**src/design/cct_pkg.sv**
```systemverilog
// types and constants for the cook timer controller
package cct_pkg;

  typedef enum logic [1:0] {
    CMD_TICK   = 2'd0,
    CMD_DIGIT  = 2'd1,
    CMD_CANCEL = 2'd2,
    CMD_POLL   = 2'd3
  } cmd_t;

  typedef enum logic [2:0] {
    MODE_IDLE  = 3'b001,
    MODE_HEAT  = 3'b010,
    MODE_FAULT = 3'b100
  } mode_t;

  localparam logic [1:0] MODE_CODE_IDLE  = 2'd0;
  localparam logic [1:0] MODE_CODE_HEAT  = 2'd1;
  localparam logic [1:0] MODE_CODE_FAULT = 2'd2;

  localparam logic [7:0] TPS_RESET   = 8'd122;
  localparam logic [6:0] SEC_MAX     = 7'd59;
  localparam logic [3:0] DIGIT_MAX   = 4'd9;
  localparam logic [2:0] DIGITS_FULL = 3'd4;

  localparam logic [2:0] CFG_REG_TPS = 3'd0;

  function automatic logic [1:0] mode_code(mode_t m);
    logic [1:0] code;
    code = MODE_CODE_IDLE;
    unique case (m)
      MODE_IDLE:  code = MODE_CODE_IDLE;
      MODE_HEAT:  code = MODE_CODE_HEAT;
      MODE_FAULT: code = MODE_CODE_FAULT;
      default:    code = MODE_CODE_IDLE;
    endcase
    return code;
  endfunction

endpackage

```
**src/design/cook_timer_controller.sv**
```systemverilog
// cook timer controller: digit entry, sensor polls and heating countdown
//
// channel  direction  handshake                       payload
// in_      slave      in_tvalid / in_tready           in_tdata, in_tuser
// out_     master     out_tvalid / out_tready         out_tdata
// cfg_     apb slave  psel, penable, pwrite, pready   paddr, pwdata, prdata
//
// one item per cycle sustained while the output is not stalled; an item that is taken
// passes the input register, then the state update into the result register
// rst_n is synchronous, active low; it sets idle mode, zero time, 122 ticks
// a stalled output holds its item; the input register still takes one more
// item, then in_tready drops until the output is taken
module cook_timer_controller (
  input  logic        clk,
  input  logic        rst_n,
  input  logic        in_tvalid,
  output logic        in_tready,
  input  logic [7:0]  in_tdata,   // key_digit[3:0], door_closed[4], food_present[5],
                                  // start_pressed[6], zero[7]
  input  logic [1:0]  in_tuser,   // cmd[1:0]
  output logic        out_tvalid,
  input  logic        out_tready,
  output logic [23:0] out_tdata,  // mode[1:0], heater_on[2], minutes[9:3],
                                  // seconds[16:10], digits_entered[19:17], zero[23:20]
  input  logic        cfg_psel,
  input  logic        cfg_penable,
  input  logic        cfg_pwrite,
  input  logic [2:0]  cfg_paddr,
  input  logic [31:0] cfg_pwdata,
  output logic [31:0] cfg_prdata,
  output logic        cfg_pready
);

  logic              s1_valid_r;
  cct_pkg::cmd_t     s1_cmd_r;
  logic [3:0]        s1_digit_r;
  logic              s1_door_r;
  logic              s1_food_r;
  logic              s1_start_r;

  logic              out_valid_r;
  logic [23:0]       out_data_r;

  cct_pkg::mode_t    mode_r, mode_nxt;
  logic [6:0]        min_r, min_nxt;
  logic [6:0]        sec_r, sec_nxt;
  logic [7:0]        tick_r, tick_nxt;
  logic              cancel_r, cancel_nxt;
  logic [2:0]        idx_r, idx_nxt;
  logic [7:0]        tps_r;

  logic              adv;
  logic              cfg_wr;
  logic              time_zero;
  logic              go;
  logic [7:0]        tick_inc;
  logic [6:0]        digit_ext;
  logic [6:0]        min_x10;
  logic [6:0]        sec_x10;
  logic [23:0]       res_data;

  assign adv       = s1_valid_r && (!out_valid_r || out_tready);
  assign in_tready = !s1_valid_r || adv;
  assign out_tvalid = out_valid_r;
  assign out_tdata  = out_data_r;

  // apb register
  assign cfg_pready = 1'b1;
  assign cfg_wr     = cfg_psel && cfg_penable && cfg_pwrite && cfg_pready
                      && (cfg_paddr[2] == cct_pkg::CFG_REG_TPS[0]);
  assign cfg_prdata = (cfg_paddr[2] == cct_pkg::CFG_REG_TPS[0]) ? {24'd0, tps_r} : 32'd0;

  always_ff @(posedge clk) begin
    if (!rst_n) begin
      tps_r <= cct_pkg::TPS_RESET;
    end else if (cfg_wr) begin
      tps_r <= cfg_pwdata[7:0];
    end
  end

  // input register
  always_ff @(posedge clk) begin
    if (!rst_n) begin
      s1_valid_r <= 1'b0;
    end else if (in_tready) begin
      s1_valid_r <= in_tvalid;
    end
  end

  always_ff @(posedge clk) begin
    if (in_tready && in_tvalid) begin
      s1_cmd_r   <= cct_pkg::cmd_t'(in_tuser);
      s1_digit_r <= in_tdata[3:0];
      s1_door_r  <= in_tdata[4];
      s1_food_r  <= in_tdata[5];
      s1_start_r <= in_tdata[6];
    end
  end

  // state update
  assign time_zero = (min_r == 7'd0) && (sec_r == 7'd0);
  assign go        = s1_start_r && s1_door_r && s1_food_r;
  assign tick_inc  = tick_r + 8'd1;
  assign digit_ext = {3'd0, s1_digit_r};
  // entry digits stay below ten, so the old value is its own last digit
  assign min_x10   = {min_r[3:0], 3'b000} + {min_r[5:0], 1'b0};
  assign sec_x10   = {sec_r[3:0], 3'b000} + {sec_r[5:0], 1'b0};

  always_comb begin
    mode_nxt   = mode_r;
    min_nxt    = min_r;
    sec_nxt    = sec_r;
    tick_nxt   = tick_r;
    cancel_nxt = cancel_r;
    idx_nxt    = idx_r;
    unique case (s1_cmd_r)
      cct_pkg::CMD_TICK: begin
        if (mode_r == cct_pkg::MODE_HEAT) begin
          if ((tick_inc >= tps_r) || (tick_inc == 8'd0)) begin
            tick_nxt = 8'd0;
            if (!time_zero) begin
              if (sec_r == 7'd0) begin
                min_nxt = min_r - 7'd1;
                sec_nxt = cct_pkg::SEC_MAX;
              end else begin
                sec_nxt = sec_r - 7'd1;
              end
            end
          end else begin
            tick_nxt = tick_inc;
          end
        end
      end
      cct_pkg::CMD_DIGIT: begin
        if ((mode_r == cct_pkg::MODE_IDLE) && (s1_digit_r <= cct_pkg::DIGIT_MAX)
            && (idx_r < cct_pkg::DIGITS_FULL)) begin
          case (idx_r[1:0])
            2'd0:    min_nxt = digit_ext;
            2'd1:    min_nxt = min_x10 + digit_ext;
            2'd2:    sec_nxt = digit_ext;
            default: sec_nxt = sec_x10 + digit_ext;
          endcase
          idx_nxt = idx_r + 3'd1;
        end
      end
      cct_pkg::CMD_CANCEL: begin
        cancel_nxt = 1'b1;
      end
      cct_pkg::CMD_POLL: begin
        if (cancel_r || time_zero) begin
          cancel_nxt = 1'b0;
          min_nxt    = 7'd0;
          sec_nxt    = 7'd0;
          idx_nxt    = 3'd0;
          mode_nxt   = cct_pkg::MODE_IDLE;
        end else begin
          unique case (mode_r)
            cct_pkg::MODE_HEAT: begin
              if (!s1_door_r || !s1_food_r) begin
                mode_nxt = cct_pkg::MODE_FAULT;
                idx_nxt  = 3'd0;
              end
            end
            cct_pkg::MODE_FAULT: begin
              if (go) begin
                mode_nxt = cct_pkg::MODE_HEAT;
                idx_nxt  = 3'd0;
              end
            end
            default: begin
              mode_nxt = go ? cct_pkg::MODE_HEAT : cct_pkg::MODE_FAULT;
              idx_nxt  = 3'd0;
            end
          endcase
        end
      end
      default: begin
        cancel_nxt = cancel_r;
      end
    endcase
  end

  assign res_data = {4'd0, idx_nxt, sec_nxt, min_nxt,
                     (mode_nxt == cct_pkg::MODE_HEAT),
                     cct_pkg::mode_code(mode_nxt)};

  always_ff @(posedge clk) begin
    if (!rst_n) begin
      mode_r   <= cct_pkg::MODE_IDLE;
      min_r    <= 7'd0;
      sec_r    <= 7'd0;
      tick_r   <= 8'd0;
      cancel_r <= 1'b0;
      idx_r    <= 3'd0;
    end else if (adv) begin
      mode_r   <= mode_nxt;
      min_r    <= min_nxt;
      sec_r    <= sec_nxt;
      tick_r   <= tick_nxt;
      cancel_r <= cancel_nxt;
      idx_r    <= idx_nxt;
    end
  end

  // result register
  always_ff @(posedge clk) begin
    if (!rst_n) begin
      out_valid_r <= 1'b0;
    end else if (adv) begin
      out_valid_r <= 1'b1;
    end else if (out_tready) begin
      out_valid_r <= 1'b0;
    end
  end

  always_ff @(posedge clk) begin
    if (adv) begin
      out_data_r <= res_data;
    end
  end

  // checks
  a_digits_only_idle: assert property (@(posedge clk) disable iff (!rst_n)
    (idx_r != 3'd0) |-> (mode_r == cct_pkg::MODE_IDLE))
    else $error("digit count set outside idle");

  a_digits_bound: assert property (@(posedge clk) disable iff (!rst_n)
    idx_r <= cct_pkg::DIGITS_FULL)
    else $error("digit count above four");

  a_ready_stall: assert property (@(posedge clk) disable iff (!rst_n)
    !in_tready |-> (out_tvalid && !out_tready && s1_valid_r))
    else $error("input held off without an output stall");

  a_heater_mode: assert property (@(posedge clk) disable iff (!rst_n)
    out_tvalid |-> (out_tdata[2] == (out_tdata[1:0] == cct_pkg::MODE_CODE_HEAT)))
    else $error("heater flag does not match mode");

endmodule

```
**config.mk**
```make
export PLATFORM = sky130hd
export DESIGN_NAME = cook_timer_controller
export DESIGN_NICKNAME = d
export VERILOG_FILES = /design/src/design/cct_pkg.sv /design/src/design/cook_timer_controller.sv
export SDC_FILE = /design/constraint.sdc
export NUM_CORES = 1
export LEC_CHECK = 0
export BUFFER_PORTS_ARGS = -buffer_cell sky130_fd_sc_hd__buf_4
export CAP_MARGIN = 20
export CELL_PAD_IN_SITES_DETAIL_PLACEMENT = 0
export CELL_PAD_IN_SITES_GLOBAL_PLACEMENT = 2
export CORE_MARGIN = 2
export CORE_UTILIZATION = 32
export DETAILED_ROUTE_END_ITERATION = 8
export PLACE_DENSITY_LB_ADDON = 0.25
export SETUP_SLACK_MARGIN = 0.3
export SLEW_MARGIN = 20
export SYNTH_ARGS = -nofsm -noshare
export SYNTH_HDL_FRONTEND = slang
export SYNTH_SLANG_ARGS = --single-unit
export TNS_END_PERCENT = 5
```
**constraint.sdc**
```tcl
create_clock -name clk -period 4.95 [get_ports clk]
set_input_delay 0.99 -clock clk [delete_from_list [all_inputs] [get_ports clk]]
set_output_delay 0.99 -clock clk [all_outputs]
set_load 0.1 [all_outputs]
```
==> results_dict.tcl <==
set metrics [dict create \
    status "complete, no violations" \
    hold_buffers 0 \
    rsz0062_at_grt "no" \
    grt_overflow 0 \
    boundaryPins 111 \
    fmaxAchievable_ghz 0.275 \
    netlist_area_um2 4770 \
    crit_fanout 8 \
    grt_use_total_pct 16.7 \
    tns_ns 0 \
    regToRegEndpoint "sec_r[5]$_SDFFE_PN0P_" \
    r2r_slack_ns 1.31 \
    grt_start_max_net_pins 43 \
    ys.flop_type "dfxtp_1" \
    startpoint_type "flop" \
    worst_slew_pin_slew_ns 0.963 \
    antenna_found_initial 0 \
    clk_pin_slew_ns 0.06 \
    remaining_drc_errors 0 \
    fin_hold_ws_ns 0.470 \
    cts_tree "built" \
    syn_inst 540 \
    dp_slack_ns 1.34 \
    cts_setup_buffers 0 \
    ant_nets 0 \
    grt_pass1_vias 4034 \
    synth.distinct_cells 84 \
    dieArea_um2 15900 \
    layout_min_cycle_time_ns 3.64 \
    hp-start "tps_r[7]$_SDFFE_PN0P_" \
    hpwl_um 9230 \
    syn_avg_cell_area_um2 8.83 \
    insertion_delay_ns 0.35 \
    drt_first_pass_iters 4 \
    cp-end-kind "flop" \
    numCtsBuffers 9 \
    setup_slack_ns 1.31 \
    relSlewSlack_pct 35.5 \
    nets 672 \
    hold_path_class "reg2reg" \
    cts_sinks 67 \
    num_vias 4075 \
    yosysTopAreaCellShare_pct 17.6 \
    power.leakage_nw 2.32 \
    cts_resized 0 \
    ir_drop_mv 0.146 \
    die_w_um 126 \
    synth_edf_count 28 \
    arrival_ns 3.88 \
    cts-root-buf "clkbuf_16" \
    first_iter_violations 266 \
    diodes 0 \
    power_mw 1.62 \
    routabilityCongestion 0.837 \
    clk_path_buf_depth 2 \
    setup_violations 0 \
    ys_top_cells_by_area "edfxtp_1 18%, dfxtp_1 16%, ha_1 8.9%, nand2_1 4.8%, buf_4 4.7%" \
    initial_core_util_pct 32.8 \
    drv_cap 0 \
    wl_per_cell_um 16.8 \
    ys_ff_latch 67 \
    routed_wl_um 13000 \
    required_ns 5.20 \
    syn2layout_area_growth_pct 15.6 \
    final.setup_skew_ns 0.0123 \
    power.density_nw_per_um2 293 \
    rr_worst_depth 13 \
    fp.dieH_um 126 \
    fp.coreArea_um2 14500 \
    io_buffer_count 54 \
    drv_slew 0 \
    hold_viol_final 0 \
    yosys.area.top_type "edfxtp_1" \
    seq_area_frac_synth_pct 34.0 \
    htreeDepth 3 \
    vias_per_cell 5.29 \
    fin_crit_sh_pct 73.4 \
    std_cell_rows 44 \
    layout-drive-gt1-share_pct 16.0 \
    hold_depth 2 \
    ys_warn_count 0 \
    grt_pass1_wl_um 20900 \
    async_reset_ff_share_pct 0 \
    path_class "reg2reg" \
    hold_end "tps_r[7]$_SDFFE_PN0P_" \
    timing.rr.start "tick_r[0]$_SDFFE_PN0P_" \
]
[final cells by class]
type	instances	area [µm²]
clock buffer	11	264
fill	1507	9020
multi-input combinational	423	2840
tap	184	230
inverter	22	82.6
clock inverter	5	33.8
sequential	67	1620
timing repair buffer	59	443
[Yosys cell counts (all sizes together) (3+ instances only)]
master	instances
nor2b	7
buf	34
a21o	6
nor2	31
a22o	5
xor2	8
clkbuf	21
o21ai	40
and2	6
dfxtp	39
a211oi	3
fa	4
nand3	13
o21a	5
and3	3
a32oi	3
or4	3
nand2b	5
o221a	3
edfxtp	28
xnor2	8
a31oi	10
nor3b	5
nor3	10
or2	7
a22oi	3
a41oi	3
ha	34
o311ai	4
a21oi	32
o211ai	12
inv	22
nand4	4
nand2	61
a21boi	12
[per-stage QoR]
stage	cell area, µm²	util (%)	cells
finish	5510	37.9	771
global route	5510	37.9	771
CTS	5510	37.9	771
detailed placement	5220	35.9	755
global placement	5220	35.9	755
floorplan	4870	-	567
[worst max-delay path: stages (launching register included)]
cell and delay (ns):
dfxtp_1 0.47, ha_1 0.39, and3_1 0.23, nand3_1 0.10
xnor2_1 0.20, ha_1 0.29, a41o_1 0.25, a21oi_1 0.12
o31ai_1 0.08, buf_4 0.18, a22oi_1 0.52, nor3_1 0.13
a311o_1 0.36, o211a_1 0.20
[placed cells by master, fill, tap and decap left out, drive strengths merged, types with 12 or more instances in the layout]
cell,count
nand3,13
conb,29
a21boi,12
nand2,61
ha,34
dfxtp,39
o211ai,12
nor2,31
o21ai,40
inv,23
a21oi,32
buf,59
edfxtp,28
[per-layer routing]
metal  part of all wire (%)  track usage (%)
met1                     46             21.0
met2                     45             26.3
met3                    6.2             4.80
met4                    2.5             8.14
met5                      0                0
[sequential cells by signal, indices dropped and copies added (netlist names), 2 cells and up]
name        cells
out_tdata      19
tick_r          8
tps_r           8
min_r           7
sec_r           7
s1_digit_r      4
idx_r           3
mode_r          3
s1_cmd_r        2
[how the worst max path moves through the flow]
stage	start	endpoint	slack, ns	cells after the start
global route	tick_r[0]$_SDFFE_PN0P_	sec_r[5]$_SDFFE_PN0P_	1.08	13
CTS	tick_r[0]$_SDFFE_PN0P_	sec_r[5]$_SDFFE_PN0P_	1.33	13
floorplan	cfg_paddr[2]	cfg_prdata[0]	1.45	2
global placement	tick_r[0]$_SDFFE_PN0P_	sec_r[5]$_SDFFE_PN0P_	1.36	13
detailed placement	tick_r[0]$_SDFFE_PN0P_	sec_r[5]$_SDFFE_PN0P_	1.34	13
finish	tick_r[0]$_SDFFE_PN0P_	sec_r[5]$_SDFFE_PN0P_	1.31	13
[logic make-up after synthesis]
family / count (synthesis) / share of synthesized area [%]
mux: 2 / 0.420
flops: 67 / 34.0
compound gates: 170 / 24.8
other cells: 2 / 0.157
simple gates: 168 / 18.5
xor+xnor: 16 / 2.94
fa+ha+maj: 38 / 10.6
buf+inv: 77 / 8.63
[report_power, final]
group | internal (mW) | total, mW | switching, mW
sequential | 0.596 | 0.616 | 0.0198
clock | 0.383 | 0.643 | 0.260
combinational | 0.0775 | 0.358 | 0.281
Note: power is estimated with default switching activity, not from simulation.
